### src/hdl/assert_macros.svh
// Assertion macros shared by the request engine modules.
// No dependencies.
`ifndef ASSERT_MACROS_SVH
`define ASSERT_MACROS_SVH

// Clocked assertion, disabled while reset is asserted (active low).
`define UDRE_ASSERT(lbl, clk, rst_n, prop, msg) \
    lbl: assert property (@(posedge clk) disable iff (!rst_n) (prop)) else $error(msg);

// Clocked assertion that is also checked during reset.
`define UDRE_ASSERT_ALWAYS(lbl, clk, prop, msg) \
    lbl: assert property (@(posedge clk) (prop)) else $error(msg);

`endif

### src/hdl/udre_pkg.sv
// Types and constants of the DFU request engine.
// No dependencies; used by every module of the block.
package udre_pkg;

    localparam int XFER_LEN_W = 12;
    localparam int CFG_IDX_W  = 2;

    typedef enum logic [3:0] {
        ST_IDLE          = 4'd2,
        ST_DNLOAD_SYNC   = 4'd3,
        ST_DNBUSY        = 4'd4,
        ST_DNLOAD_IDLE   = 4'd5,
        ST_MANIFEST_SYNC = 4'd6,
        ST_MANIFEST      = 4'd7,
        ST_UPLOAD_IDLE   = 4'd9,
        ST_ERROR         = 4'd10
    } dfu_state_t;

    typedef enum logic [3:0] {
        OP_DNLOAD      = 4'd0,
        OP_UPLOAD      = 4'd1,
        OP_GETSTATUS   = 4'd2,
        OP_CLRSTATUS   = 4'd3,
        OP_GETSTATE    = 4'd4,
        OP_ABORT       = 4'd5,
        OP_DETACH      = 4'd6,
        OP_STATUS_DONE = 4'd7,
        OP_OTHER       = 4'd8
    } op_t;

    localparam logic [2:0] RK_NONE    = 3'd0;
    localparam logic [2:0] RK_STATUS  = 3'd1;
    localparam logic [2:0] RK_STATE   = 3'd2;
    localparam logic [2:0] RK_CMDLIST = 3'd3;
    localparam logic [2:0] RK_DATA    = 3'd4;
    localparam logic [2:0] RK_EMPTY   = 3'd5;

    localparam logic [1:0] FA_NONE    = 2'd0;
    localparam logic [1:0] FA_ERASE   = 2'd1;
    localparam logic [1:0] FA_PROGRAM = 2'd2;
    localparam logic [1:0] FA_READ    = 2'd3;

    localparam logic [CFG_IDX_W-1:0] CFG_WIN_START = 2'd0;
    localparam logic [CFG_IDX_W-1:0] CFG_WIN_END   = 2'd1;
    localparam logic [CFG_IDX_W-1:0] CFG_UPLOAD_EN = 2'd2;

    localparam logic [7:0]  PCMD_SETADDR   = 8'h21;
    localparam logic [7:0]  PCMD_ERASE     = 8'h41;
    localparam logic [23:0] BUSY_POLL_MS   = 24'd100;
    localparam logic [7:0]  STATUS_ERROR   = 8'd10;
    localparam logic [10:0] LEN_STATUS     = 11'd6;
    localparam logic [10:0] LEN_STATE      = 11'd1;
    localparam logic [10:0] LEN_CMDLIST    = 11'd3;
    localparam logic [16:0] FIRST_DATA_BLK = 17'd2;

    localparam logic [31:0] WIN_START_RST = 32'h0800_0000;
    localparam logic [31:0] WIN_END_RST   = 32'h0801_0000;

    typedef struct packed {
        op_t                   op;
        logic                  blk_zero;
        logic                  len_zero;
        logic [XFER_LEN_W-1:0] len;
        logic [7:0]            pcmd;
        logic [31:0]           paddr;
        logic [31:0]           blk_off;
    } req_item_t;

    typedef struct packed {
        logic        handled;
        logic [2:0]  reply_kind;
        logic [10:0] reply_len;
        logic [7:0]  status_code;
        logic [23:0] poll_timeout;
        dfu_state_t  state_out;
        logic [1:0]  flash_action;
        logic [31:0] flash_addr;
        logic [10:0] flash_len;
    } result_t;

endpackage

### src/hdl/usb_dfu_request_engine.sv
// USB DFU class request engine with address/erase extension, top level.
// Sustains one item per clock while results are taken. A result passes the
// front decode register, two-entry queue and result register; the input
// keeps accepting while a result waits until queue and front register fill.
// The rate is set by the back stage, which updates the DFU state and runs
// one window check per cycle. Configuration writes are taken every cycle.
// Depends on udre_pkg, udre_front, udre_fifo and udre_back.
module usb_dfu_request_engine #(
    parameter int TRANSFER_SIZE = 1024
) (
    input  logic                           aclk,
    input  logic                           aresetn,
    input  logic                           cfg_valid,
    output logic                           cfg_ready,
    input  logic [udre_pkg::CFG_IDX_W-1:0] cfg_index,
    input  logic [31:0]                    cfg_data,
    input  logic                           s_valid,
    output logic                           s_ready,
    input  logic [3:0]                     s_cmd,
    input  logic [15:0]                    s_block_num,
    input  logic [15:0]                    s_req_length,
    input  logic [7:0]                     s_payload_cmd,
    input  logic [31:0]                    s_payload_addr,
    output logic                           m_valid,
    input  logic                           m_ready,
    output logic                           m_handled,
    output logic [2:0]                     m_reply_kind,
    output logic [10:0]                    m_reply_len,
    output logic [7:0]                     m_status_code,
    output logic [23:0]                    m_poll_timeout,
    output logic [3:0]                     m_state_out,
    output logic [1:0]                     m_flash_action,
    output logic [31:0]                    m_flash_addr,
    output logic [10:0]                    m_flash_len
);
    import udre_pkg::*;

    logic      push;
    logic      q_full;
    logic      q_not_empty;
    logic      pop;
    req_item_t push_item;
    req_item_t head;
    result_t   res;

    udre_front #(
        .TRANSFER_SIZE (TRANSFER_SIZE)
    ) u_front (
        .aclk           (aclk),
        .aresetn        (aresetn),
        .s_valid        (s_valid),
        .s_ready        (s_ready),
        .s_cmd          (s_cmd),
        .s_block_num    (s_block_num),
        .s_req_length   (s_req_length),
        .s_payload_cmd  (s_payload_cmd),
        .s_payload_addr (s_payload_addr),
        .push           (push),
        .q_full         (q_full),
        .push_item      (push_item)
    );

    udre_fifo u_fifo (
        .aclk      (aclk),
        .aresetn   (aresetn),
        .push      (push),
        .push_item (push_item),
        .full      (q_full),
        .pop       (pop),
        .not_empty (q_not_empty),
        .head      (head)
    );

    udre_back #(
        .TRANSFER_SIZE (TRANSFER_SIZE)
    ) u_back (
        .aclk       (aclk),
        .aresetn    (aresetn),
        .cfg_valid  (cfg_valid),
        .cfg_ready  (cfg_ready),
        .cfg_index  (cfg_index),
        .cfg_data   (cfg_data),
        .head_valid (q_not_empty),
        .head       (head),
        .pop        (pop),
        .m_valid    (m_valid),
        .m_ready    (m_ready),
        .m_res      (res)
    );

    assign m_handled      = res.handled;
    assign m_reply_kind   = res.reply_kind;
    assign m_reply_len    = res.reply_len;
    assign m_status_code  = res.status_code;
    assign m_poll_timeout = res.poll_timeout;
    assign m_state_out    = res.state_out;
    assign m_flash_action = res.flash_action;
    assign m_flash_addr   = res.flash_addr;
    assign m_flash_len    = res.flash_len;

endmodule

### src/hdl/udre_front.sv
// Front stage: accepts request items, decodes the command, clamps the length
// and computes the block offset. Depends on udre_pkg.
module udre_front #(
    parameter int TRANSFER_SIZE = 1024
) (
    input  logic                 aclk,
    input  logic                 aresetn,
    input  logic                 s_valid,
    output logic                 s_ready,
    input  logic [3:0]           s_cmd,
    input  logic [15:0]          s_block_num,
    input  logic [15:0]          s_req_length,
    input  logic [7:0]           s_payload_cmd,
    input  logic [31:0]          s_payload_addr,
    output logic                 push,
    input  logic                 q_full,
    output udre_pkg::req_item_t  push_item
);
    import udre_pkg::*;

    localparam int PROD_W = 17 + XFER_LEN_W + 1;
    localparam logic signed [XFER_LEN_W:0] TS_VEC = (XFER_LEN_W + 1)'(TRANSFER_SIZE);

    logic      valid_reg;
    req_item_t item_reg;
    req_item_t item_next;

    logic signed [16:0]       blk_diff;
    logic signed [PROD_W-1:0] blk_prod;

    always_comb begin
        blk_diff = $signed({1'b0, s_block_num}) - $signed(FIRST_DATA_BLK);
        blk_prod = PROD_W'(blk_diff) * PROD_W'(TS_VEC);
        item_next.op       = (s_cmd > 4'(OP_STATUS_DONE)) ? OP_OTHER : op_t'(s_cmd);
        item_next.blk_zero = (s_block_num == 16'd0);
        item_next.len_zero = (s_req_length == 16'd0);
        item_next.len      = (s_req_length > 16'(TRANSFER_SIZE)) ?
                             XFER_LEN_W'(TRANSFER_SIZE) : s_req_length[XFER_LEN_W-1:0];
        item_next.pcmd     = s_payload_cmd;
        item_next.paddr    = s_payload_addr;
        item_next.blk_off  = {{(32 - PROD_W){blk_prod[PROD_W-1]}}, blk_prod};
    end

    assign push      = valid_reg && !q_full;
    assign s_ready   = !valid_reg || !q_full;
    assign push_item = item_reg;

    always_ff @(posedge aclk) begin
        if (!aresetn) begin
            valid_reg <= 1'b0;
        end else if (s_valid && s_ready) begin
            valid_reg <= 1'b1;
        end else if (push) begin
            valid_reg <= 1'b0;
        end
    end

    always_ff @(posedge aclk) begin
        if (s_valid && s_ready) begin
            item_reg <= item_next;
        end
    end

endmodule

### src/hdl/udre_fifo.sv
// Two-entry queue of decoded request items between front and back.
// Depends on udre_pkg and assert_macros.svh.
`include "assert_macros.svh"

module udre_fifo (
    input  logic                aclk,
    input  logic                aresetn,
    input  logic                push,
    input  udre_pkg::req_item_t push_item,
    output logic                full,
    input  logic                pop,
    output logic                not_empty,
    output udre_pkg::req_item_t head
);
    import udre_pkg::*;

    req_item_t  mem [2];
    logic       wr_ptr_reg;
    logic       rd_ptr_reg;
    logic [1:0] count_reg;
    logic [1:0] count_next;

    assign full      = (count_reg == 2'd2);
    assign not_empty = (count_reg != 2'd0);
    assign head      = mem[rd_ptr_reg];

    always_comb begin
        count_next = count_reg;
        if (push && !pop) begin
            count_next = count_reg + 2'd1;
        end else if (pop && !push) begin
            count_next = count_reg - 2'd1;
        end
    end

    always_ff @(posedge aclk) begin
        if (!aresetn) begin
            wr_ptr_reg <= 1'b0;
            rd_ptr_reg <= 1'b0;
            count_reg  <= 2'd0;
        end else begin
            if (push) begin
                wr_ptr_reg <= ~wr_ptr_reg;
            end
            if (pop) begin
                rd_ptr_reg <= ~rd_ptr_reg;
            end
            count_reg <= count_next;
        end
    end

    always_ff @(posedge aclk) begin
        if (push) begin
            mem[wr_ptr_reg] <= push_item;
        end
    end

    `UDRE_ASSERT(a_no_overflow, aclk, aresetn, push |-> !full, "push into full queue")
    `UDRE_ASSERT(a_no_underflow, aclk, aresetn, pop |-> not_empty, "pop from empty queue")
    `UDRE_ASSERT(a_count_range, aclk, aresetn, count_reg != 2'd3, "queue count out of range")

endmodule

### src/hdl/udre_back.sv
// Back stage: DFU state, saved download block, window check, config
// registers and the result register. Depends on udre_pkg and assert_macros.svh.
`include "assert_macros.svh"

module udre_back #(
    parameter int TRANSFER_SIZE = 1024
) (
    input  logic                            aclk,
    input  logic                            aresetn,
    input  logic                            cfg_valid,
    output logic                            cfg_ready,
    input  logic [udre_pkg::CFG_IDX_W-1:0]  cfg_index,
    input  logic [31:0]                     cfg_data,
    input  logic                            head_valid,
    input  udre_pkg::req_item_t             head,
    output logic                            pop,
    output logic                            m_valid,
    input  logic                            m_ready,
    output udre_pkg::result_t               m_res
);
    import udre_pkg::*;

    localparam logic [XFER_LEN_W-1:0] TS_LEN = XFER_LEN_W'(TRANSFER_SIZE);
    localparam logic [10:0]           TS_OUT = 11'(TRANSFER_SIZE);

    logic [31:0] win_start_reg;
    logic [31:0] win_end_reg;
    logic        upload_en_reg;

    dfu_state_t            dfu_state_reg, dfu_state_next;
    logic [31:0]           addr_ptr_reg, addr_ptr_next;
    logic                  saved_blk_zero_reg, saved_blk_zero_next;
    logic [31:0]           saved_off_reg, saved_off_next;
    logic [XFER_LEN_W-1:0] saved_len_reg, saved_len_next;
    logic [7:0]            saved_cmd_reg, saved_cmd_next;
    logic [31:0]           saved_cmd_addr_reg, saved_cmd_addr_next;

    logic    m_valid_reg;
    result_t res_reg, res_next;

    logic [31:0]           blk_addr;
    logic [31:0]           chk_base;
    logic [XFER_LEN_W-1:0] chk_len;
    logic [31:0]           chk_top;
    logic                  win_ok;

    assign cfg_ready = 1'b1;
    assign pop       = head_valid && (!m_valid_reg || m_ready);
    assign m_valid   = m_valid_reg;
    assign m_res     = res_reg;

    // shared window check: upload block, erase page or program block
    always_comb begin
        blk_addr = addr_ptr_reg + ((head.op == OP_UPLOAD) ? head.blk_off : saved_off_reg);
        chk_base = (head.op == OP_STATUS_DONE && saved_blk_zero_reg) ?
                   saved_cmd_addr_reg : blk_addr;
        chk_len  = (head.op == OP_UPLOAD || saved_blk_zero_reg) ? TS_LEN : saved_len_reg;
        chk_top  = chk_base + 32'(chk_len);
        win_ok   = (chk_base >= win_start_reg) && (chk_top <= win_end_reg);
    end

    always_comb begin
        dfu_state_next      = dfu_state_reg;
        addr_ptr_next       = addr_ptr_reg;
        saved_blk_zero_next = saved_blk_zero_reg;
        saved_off_next      = saved_off_reg;
        saved_len_next      = saved_len_reg;
        saved_cmd_next      = saved_cmd_reg;
        saved_cmd_addr_next = saved_cmd_addr_reg;
        if (pop) begin
            unique case (head.op)
                OP_DNLOAD: begin
                    if (head.len_zero) begin
                        dfu_state_next = ST_MANIFEST_SYNC;
                    end else begin
                        saved_blk_zero_next = head.blk_zero;
                        saved_off_next      = head.blk_off;
                        saved_len_next      = head.len;
                        saved_cmd_next      = head.pcmd;
                        saved_cmd_addr_next = head.paddr;
                        dfu_state_next      = ST_DNLOAD_SYNC;
                    end
                end
                OP_UPLOAD: begin
                    if (head.blk_zero || (upload_en_reg && win_ok)) begin
                        dfu_state_next = ST_UPLOAD_IDLE;
                    end else begin
                        dfu_state_next = ST_ERROR;
                    end
                end
                OP_GETSTATUS: begin
                    if (dfu_state_reg == ST_DNLOAD_SYNC) begin
                        dfu_state_next = ST_DNBUSY;
                    end else if (dfu_state_reg == ST_MANIFEST_SYNC) begin
                        dfu_state_next = ST_MANIFEST;
                    end
                end
                OP_CLRSTATUS: begin
                    if (dfu_state_reg == ST_ERROR) begin
                        dfu_state_next = ST_IDLE;
                    end
                end
                OP_ABORT:  dfu_state_next = ST_IDLE;
                OP_DETACH: dfu_state_next = ST_MANIFEST;
                OP_STATUS_DONE: begin
                    if (dfu_state_reg == ST_DNBUSY) begin
                        if (saved_blk_zero_reg && saved_cmd_reg == PCMD_SETADDR) begin
                            addr_ptr_next = saved_cmd_addr_reg;
                        end
                        dfu_state_next = ST_DNLOAD_IDLE;
                    end
                end
                default: ;
            endcase
        end
    end

    always_comb begin
        res_next              = '0;
        res_next.handled      = 1'b1;
        res_next.reply_kind   = RK_NONE;
        res_next.flash_action = FA_NONE;
        res_next.state_out    = dfu_state_next;
        unique case (head.op)
            OP_DNLOAD: res_next.reply_kind = RK_EMPTY;
            OP_UPLOAD: begin
                if (head.blk_zero) begin
                    res_next.reply_kind = RK_CMDLIST;
                    res_next.reply_len  = LEN_CMDLIST;
                end else if (upload_en_reg && win_ok) begin
                    res_next.reply_kind   = RK_DATA;
                    res_next.reply_len    = TS_OUT;
                    res_next.flash_action = FA_READ;
                    res_next.flash_addr   = blk_addr;
                    res_next.flash_len    = TS_OUT;
                end else begin
                    res_next.reply_kind = RK_EMPTY;
                end
            end
            OP_GETSTATUS: begin
                res_next.reply_kind = RK_STATUS;
                res_next.reply_len  = LEN_STATUS;
                if (dfu_state_reg == ST_DNLOAD_SYNC) begin
                    res_next.poll_timeout = BUSY_POLL_MS;
                end else if (dfu_state_reg == ST_ERROR) begin
                    res_next.status_code = STATUS_ERROR;
                end
            end
            OP_CLRSTATUS, OP_ABORT, OP_DETACH: res_next.reply_kind = RK_EMPTY;
            OP_GETSTATE: begin
                res_next.reply_kind = RK_STATE;
                res_next.reply_len  = LEN_STATE;
            end
            OP_STATUS_DONE: begin
                if (dfu_state_reg == ST_DNBUSY && win_ok) begin
                    if (saved_blk_zero_reg) begin
                        if (saved_cmd_reg == PCMD_ERASE) begin
                            res_next.flash_action = FA_ERASE;
                            res_next.flash_addr   = saved_cmd_addr_reg;
                        end
                    end else begin
                        res_next.flash_action = FA_PROGRAM;
                        res_next.flash_addr   = blk_addr;
                        res_next.flash_len    = saved_len_reg[10:0];
                    end
                end
            end
            default: res_next.handled = 1'b0;
        endcase
    end

    always_ff @(posedge aclk) begin
        if (!aresetn) begin
            win_start_reg <= WIN_START_RST;
            win_end_reg   <= WIN_END_RST;
            upload_en_reg <= 1'b0;
        end else if (cfg_valid && cfg_ready) begin
            unique case (cfg_index)
                CFG_WIN_START: win_start_reg <= cfg_data;
                CFG_WIN_END:   win_end_reg   <= cfg_data;
                CFG_UPLOAD_EN: upload_en_reg <= cfg_data[0];
                default: ;
            endcase
        end
    end

    always_ff @(posedge aclk) begin
        if (!aresetn) begin
            dfu_state_reg      <= ST_IDLE;
            addr_ptr_reg       <= '0;
            saved_blk_zero_reg <= 1'b1;
            saved_off_reg      <= '0;
            saved_len_reg      <= '0;
            saved_cmd_reg      <= '0;
            saved_cmd_addr_reg <= '0;
            m_valid_reg        <= 1'b0;
        end else begin
            dfu_state_reg      <= dfu_state_next;
            addr_ptr_reg       <= addr_ptr_next;
            saved_blk_zero_reg <= saved_blk_zero_next;
            saved_off_reg      <= saved_off_next;
            saved_len_reg      <= saved_len_next;
            saved_cmd_reg      <= saved_cmd_next;
            saved_cmd_addr_reg <= saved_cmd_addr_next;
            if (pop) begin
                m_valid_reg <= 1'b1;
            end else if (m_ready) begin
                m_valid_reg <= 1'b0;
            end
        end
    end

    always_ff @(posedge aclk) begin
        if (pop) begin
            res_reg <= res_next;
        end
    end

    `UDRE_ASSERT(a_err_status, aclk, aresetn, (m_valid_reg && res_reg.status_code != 8'd0) |-> (res_reg.state_out == ST_ERROR), "error status outside error state")
    `UDRE_ASSERT(a_prog_state, aclk, aresetn, (m_valid_reg && res_reg.flash_action == FA_PROGRAM) |-> (res_reg.state_out == ST_DNLOAD_IDLE), "program issued outside download idle")
    `UDRE_ASSERT(a_busy_exit, aclk, aresetn, (pop && head.op == OP_STATUS_DONE && dfu_state_reg == ST_DNBUSY) |=> (dfu_state_reg == ST_DNLOAD_IDLE), "busy state not left on status complete")

endmodule
### config.mk
export PLATFORM = sky130hd
export DESIGN_NAME = usb_dfu_request_engine
export DESIGN_NICKNAME = d
export VERILOG_FILES = /design/src/hdl/udre_pkg.sv /design/src/hdl/usb_dfu_request_engine.sv /design/src/hdl/udre_front.sv /design/src/hdl/udre_fifo.sv /design/src/hdl/udre_back.sv
export VERILOG_INCLUDE_DIRS = /design/src /design/src/hdl
export SDC_FILE = /design/constraint.sdc
export NUM_CORES = 1
export LEC_CHECK = 0
export BUFFER_PORTS_ARGS = -buffer_cell sky130_fd_sc_hd__buf_2
export CAP_MARGIN = 20
export CORE_MARGIN = 4
export CORE_UTILIZATION = 30
export CTS_CLUSTER_SIZE = 8
export DETAILED_ROUTE_END_ITERATION = 8
export PLACE_DENSITY = 0.49
export SLEW_MARGIN = 20
export SYNTH_ARGS = -nofsm -noshare
export SYNTH_HDL_FRONTEND = slang
export SYNTH_SLANG_ARGS = --single-unit
### constraint.sdc
create_clock -name aclk -period 8.85 [get_ports aclk]
set_input_delay 1.77 -clock aclk [delete_from_list [all_inputs] [get_ports aclk]]
set_output_delay 1.77 -clock aclk [all_outputs]
set_load 0.02 [all_outputs]
# Yosys cells after proc, flatten, opt, wreduce, memory -nomap -nowiden
# Memories as Yosys holds them, arrays and structs flattened. A register that Yosys moved wholly into a read port is not among the register bits.
# Index checks and enable logic that the tools add are counted.
op_classes:
  eq_ne: 16
  order_cmp: 4
  reduce_logical: 35
  n_addsub: 5
  n_bitwise: 4
  n_mux: 36
ops:
  columns: ["operator", "n"]
  rows:
  - ["two-way mux 45 bit", 3]
  - ["case mux 45 bit (2 select lines)", 1]
  - ["two-way mux 32 bit", 2]
  - ["two-way mux 34 bit", 1]
  - ["two-way mux 33 bit", 1]
  - ["case mux 11 bit (3 select lines)", 1]
  - ["adder 32 x 12 -> 32 bit", 1]
  - ["adder 32 bit", 1]
  - ["greater-or-equal comparator 32 bit", 1]
  - ["less-or-equal comparator 32 bit", 1]
  - ["zero test 16 bit", 2]
  - ["case mux 4 bit (7 select lines)", 1]
  - ["equality test 4 x 3 -> 1 bit (second input constant)", 6]
  - ["two-way mux 4 bit", 6]
  - ["two-way mux 11 bit", 2]
  - ["subtractor 16 x 2 -> 17 bit (second input constant)", 1]
  - ["> comparator 16 x 11 -> 1 bit (second input constant)", 1]
  - ["two-way mux 14 bit", 1]
  - ["equality test 4 x 2 -> 1 bit (second input constant)", 3]
  - ["two-way mux 12 bit", 1]
  - ["case mux 3 bit (4 select lines)", 1]
  - ["logical AND 1 bit", 10]
  - ["two-way mux 1 bit", 10]
  - ["equality test 8 x 6 -> 1 bit (second input constant)", 1]
  - ["other kinds (23)", 41]
totals:
  memories: 1
  mem_bits_rw: 160
  wordCells: 132
  ff_bits: 363
memory_table:
  columns: ["memory", "words", "width", "read_ports", "rd_clocked_by_memory_dff", "write_ports", "line", "rtl"]
  rows:
  - ["u_fifo.mem", 2, 80, 1, 1, 1, "udre_fifo.sv:17", "req_item_t mem [2];"]

# Logic depth before layout (Yosys ltp)
logic_depth:
  depth_word: 12
  depth_mapped: 34
  ltp_nobuf: 29

# Cells and area by module
# A second synthesis with hierarchy kept.
hier_totals:
  hier_cells: 2376
  area_unflattened_um2: 24925.2
by_module_without_submodules:
  columns: ["module", "seq_area_each_um2", "cells_per_inst", "area_each_um2", "n_inst"]
  rows:
  - ["udre_back", 5515.3, 1908, 15277.2, 1]
  - ["udre_fifo", 5505.3, 302, 6749.0, 1]
  - ["udre_front", 2272.2, 166, 2899.0, 1]

# Worst setup path after synthesis
# Ideal clock, no wire load.
synth_path:
  kind: "register to register"
  from: "register with a tool-made name"
  to: "register u_back.res_reg (netlist bit u_back.m_res[46]) (data pin)"
  required_time_ns: 8.582
  stages_incl_launch_ff: 29
  n_path_buf: 3
  arrival_ns: 6.249
  path_slack_ns: 2.333
  cell_sequence: "dfxtp_1 -> buf_4 -> mux2_2 -> nand3_2 -> clkbuf_1 -> clkbuf_1 -> nand2_1 -> o21ai_0 -> ha_1 -> inv_1 -> fa_1 -> a21oi_1 -> ha_1 -> inv_1 -> o41ai_2 -> nand2_1 -> or3_1 -> and3b_1 -> nand3_1 -> xnor2_1 -> ha_1 -> nand4_1 -> nor2_1 -> nand3_1 -> or3_1 -> o21a_1 -> or3b_2 -> a41oi_1 -> o21ai_0"
synth_lines:
  columns: ["item", "line", "rtl"]
  rows:
  - ["end signal, assigned", "udre_back.sv:215", "res_reg <= res_next;"]
  - ["end, declared", "udre_back.sv:39", "result_t res_reg, res_next;"]

==> run_summary.xml <==
<?xml version="1.0" encoding="UTF-8"?>
<metrics>
  <group name="status">
    <metric name="run_status" unit="">complete, no violations</metric>
  </group>
  <group name="cells_and_area">
    <metric name="finish.net_count" unit="">2390</metric>
    <metric name="largest_register" unit="">u_fifo.mem</metric>
    <metric name="stdcell_area" unit="mm^2">0.0256</metric>
    <metric name="final_cell_mix" unit="">sky130_fd_sc_hd__nand2_1 (397), sky130_fd_sc_hd__edfxtp_1 (284), sky130_fd_sc_hd__buf_2 (177), sky130_fd_sc_hd__dfxtp_1 (177), sky130_fd_sc_hd__ha_1 (102)</metric>
    <metric name="mostFrequentLayoutCell" unit="">sky130_fd_sc_hd__nand2_1</metric>
    <metric name="layout-area-overhead-vs-synth" unit="%">17.2</metric>
    <metric name="drive_above_1_share" unit="%">14.4</metric>
    <metric name="largest_register_ffs" unit="">150</metric>
  </group>
  <group name="sta">
    <metric name="final-hold-violation-count" unit="">0</metric>
    <metric name="finalCriticalPeriod" unit="ps">7590</metric>
    <metric name="maxClockFrequency" unit="GHz">0.132</metric>
    <metric name="slew-limit-headroom" unit="%">30.3</metric>
    <metric name="unrepaired_setup_endpoints_after_global_routing" unit="">no</metric>
    <metric name="worst-slew-pin-transition" unit="ps">1050</metric>
    <metric name="finalSetupViolations" unit="">0</metric>
    <metric name="clock_skew" unit="ps">30.8</metric>
    <metric name="timing.final.crit_share" unit="%">85.7</metric>
    <metric name="finalMaxSlewViolations" unit="">0</metric>
    <metric name="timing.setup.tns" unit="ps">0</metric>
  </group>
  <group name="power_and_ir_drop">
    <metric name="netSwitchingPower" unit="uW">1850</metric>
    <metric name="power.leakage" unit="uW">0.0104</metric>
    <metric name="pwr_cell_area" unit="mW/mm^2">247</metric>
    <metric name="p_sw_share" unit="%">29.3</metric>
    <metric name="power.ir.vdd_worst" unit="mV">0.130</metric>
    <metric name="clockPowerShare" unit="%">38.3</metric>
    <metric name="p_int" unit="uW">4460</metric>
    <metric name="seq_power_share" unit="%">43.0</metric>
    <metric name="power_total" unit="uW">6310</metric>
    <metric name="comb_power_share" unit="%">18.7</metric>
  </group>
  <group name="cts">
    <metric name="postCtsHoldBufs" unit="">0</metric>
    <metric name="cts-htree-levels" unit="">3</metric>
    <metric name="cts.repair.resized" unit="">0</metric>
    <metric name="tritoncts_num_sinks" unit="">462</metric>
    <metric name="cts.reportedPaths.clkPinSlew" unit="ps">60</metric>
    <metric name="max_buffers_root_to_sink" unit="">3</metric>
    <metric name="cts_setup_buffers" unit="">0</metric>
    <metric name="clock_tree.root_cell" unit="">sky130_fd_sc_hd__clkbuf_16</metric>
    <metric name="cts-buffers-inserted" unit="">68</metric>
    <metric name="tritoncts_clock_tree" unit="">done</metric>
    <metric name="worstSkewPairLatency" unit="ps">590</metric>
  </group>
  <group name="detailed_routing">
    <metric name="drt-wirelength-per-cell" unit="um">18.2</metric>
    <metric name="drc" unit="">0</metric>
    <metric name="route.antenna.remaining_nets" unit="">0</metric>
    <metric name="route.detailed.vias_per_inst" unit="">4.75</metric>
    <metric name="drt_pass1_iterations" unit="">7</metric>
    <metric name="dr_total_vias" unit="">15100</metric>
    <metric name="detailedRoute.firstIterationViolations" unit="">1081</metric>
    <metric name="wl" unit="um">57700</metric>
  </group>
  <group name="setup_path">
    <metric name="path_depth" unit="">28</metric>
    <metric name="cpLargestDelayFamily" unit="">compound AO/OA/AOI/OAI gates</metric>
    <metric name="critPathBufInv" unit="">5</metric>
    <metric name="r2r_cells" unit="">28</metric>
    <metric name="critical_path_class" unit="">flip-flop to flip-flop</metric>
    <metric name="kind_of_end_point_of_the_critical_path" unit="">flip-flop</metric>
    <metric name="cp-endpoint" unit="">u_back.m_res[41]</metric>
    <metric name="slowest_stage" unit="">sky130_fd_sc_hd__a41oi_2</metric>
    <metric name="crit_fanout" unit="">42</metric>
    <metric name="cp.arrival" unit="ps">7930</metric>
    <metric name="regToRegSetupSlack" unit="ps">1260</metric>
    <metric name="r2r_start" unit="">u_fifo.mem[0][78]</metric>
    <metric name="cp.required" unit="ps">9190</metric>
    <metric name="cpPeakStageDelay" unit="ps">650</metric>
    <metric name="critical_path.most_common_cell" unit="">sky130_fd_sc_hd__ha_1</metric>
    <metric name="regToRegEndpoint" unit="">u_back.m_res[41]</metric>
    <metric name="start_kind" unit="">flip-flop</metric>
    <metric name="critical_path.startpoint" unit="">u_fifo.mem[0][78]</metric>
  </group>
  <group name="place">
    <metric name="place_area" unit="mm^2">0.0236</metric>
    <metric name="detailed_place_hpwl" unit="um">41200</metric>
    <metric name="finalWeightedCongestion" unit="">0.859</metric>
    <metric name="placement.io_buffers" unit="">178</metric>
  </group>
  <group name="die">
    <metric name="die-area" unit="mm^2">0.0772</metric>
    <metric name="ios" unit="">214</metric>
    <metric name="floorplan.initialDensity" unit="%">30.4</metric>
    <metric name="y_dimension_of_the_die" unit="um">278</metric>
    <metric name="die_x" unit="um">278</metric>
    <metric name="design.core.area" unit="mm^2">0.0719</metric>
    <metric name="rows" unit="">98</metric>
  </group>
  <group name="synthesis">
    <metric name="post_synth_num_cell_types" unit="">81</metric>
    <metric name="postSynthRegisterBits" unit="">462</metric>
    <metric name="yosys_warnings" unit="">0</metric>
    <metric name="synth_edf_count" unit="">284</metric>
    <metric name="ys_seq_area_share" unit="%">55.3</metric>
    <metric name="postSynthCellCount" unit="">2000</metric>
    <metric name="synthArstFlopShare" unit="%">0</metric>
    <metric name="synth_flop_cell" unit="">sky130_fd_sc_hd__edfxtp_1</metric>
    <metric name="synth.avg_cell_area" unit="um^2">10.9</metric>
    <metric name="synthesized_cell_area" unit="mm^2">0.0218</metric>
  </group>
  <group name="global_route">
    <metric name="wire_length_of_the_first_global_routing_pass" unit="um">89400</metric>
    <metric name="grtUsageTotal" unit="%">14.6</metric>
    <metric name="number_of_antenna_violations_at_the_first_check_in_global_routing" unit="">4</metric>
    <metric name="pin_count_of_the_biggest_net_entering_global_routing" unit="">96</metric>
    <metric name="vias_in_the_first_global_route" unit="">15200</metric>
    <metric name="globalRoute.totalOverflow" unit="">0</metric>
  </group>
  <group name="hold_path">
    <metric name="hp_class" unit="">flip-flop to flip-flop</metric>
  </group>
  <group name="run">
    <metric name="max_cap_viol" unit="">0</metric>
  </group>
</metrics>
## cell families after synthesis
kind of cell / share of synthesized area, %
simple gates: 13.6
flops: 55.3
compound gates: 13.9
buf+inv: 4.66
fa+ha+maj: 6.03
mux: 3.97
xor+xnor: 2.53
other cells: 0.0344
## metal layers
metal	share of wire, %	global-route usage (%)
met1	48	20.7
met2	45	22.5
met4	2.3	4.98
met5	0	0
met3	4.8	2.81
## cell usage after synthesis (all sizes together), types with 5 or more instances
library cell | instances | area [um^2]
nand2b | 12 | 75.1
ha | 102 | 1280
nand4 | 16 | 100
buf | 63 | 407
xor2 | 27 | 236
mux2i | 80 | 801
o22ai | 7 | 50.1
a211oi | 10 | 85.1
mux2 | 6 | 67.6
a21oi | 59 | 299
nor2 | 59 | 221
nand3b | 6 | 45.0
a22o | 17 | 149
a21o | 10 | 75.1
clkbuf | 69 | 259
dfxtp | 178 | 3560
xnor2 | 36 | 315
nor2b | 13 | 81.3
nand3 | 19 | 100
and3 | 12 | 75.1
nor3 | 14 | 75.1
o21a | 9 | 67.6
nor4 | 13 | 87.6
nand2 | 397 | 1490
inv | 94 | 353
o31ai | 8 | 65.1
or2 | 9 | 56.3
edfxtp | 284 | 8530
or3 | 12 | 75.1
o211a | 70 | 701
a21boi | 97 | 732
and2 | 40 | 250
o211ai | 16 | 120
nand4b | 5 | 43.8
a31oi | 5 | 31.3
o21ai | 73 | 365
## metrics by stage
step	util, %	hold slack (ps)	setup slack (ps)	std cells
5_1_grt	35.6	449	627	3168
2_1_floorplan	-	421	2330	2034
3_3_place_gp	32.8	424	1450	3051
4_1_cts	35.6	441	1180	3167
3_5_place_dp	32.8	430	1190	3051
6_report	35.6	438	1260	3170
## worst min path at each step
stage,from,to,depth (start not counted)
3_5_place_dp,u_front.push_item[58],u_fifo.mem[0][48],0
4_1_cts,u_front.push_item[71],u_fifo.mem[0][61],0
2_1_floorplan,u_front.push_item[10],u_fifo.mem[0][0],0
5_1_grt,u_front.push_item[58],u_fifo.mem[0][48],0
6_report,u_front.push_item[86],u_fifo.mem[0][76],0
3_3_place_gp,u_front.push_item[83],u_fifo.mem[0][73],0
## power groups by stage
stage / registers (uW) / clock network (uW) / logic [uW]
floorplan: 2800 / 0 / 719
global placement: 2760 / 0 / 1180
detailed placement: 2760 / 0 / 1200
CTS: 2720 / 2510 / 1200
global route: 2730 / 2590 / 1300
finish: 2720 / 2420 / 1180
## cell type report
| cell class | count | area [um^2] |
|---|---|---|
| fillers | 7207 | 46300 |
| flip-flops and latches | 462 | 12100 |
| multi-input cells | 1346 | 8900 |
| clock buffers | 110 | 1900 |
| well taps | 950 | 1190 |
| repair buffers | 199 | 1060 |
| inverters | 94 | 353 |
| clock inverters | 6 | 88.8 |
| diodes | 3 | 7.51 |
(Power assumes the default switching activity.)
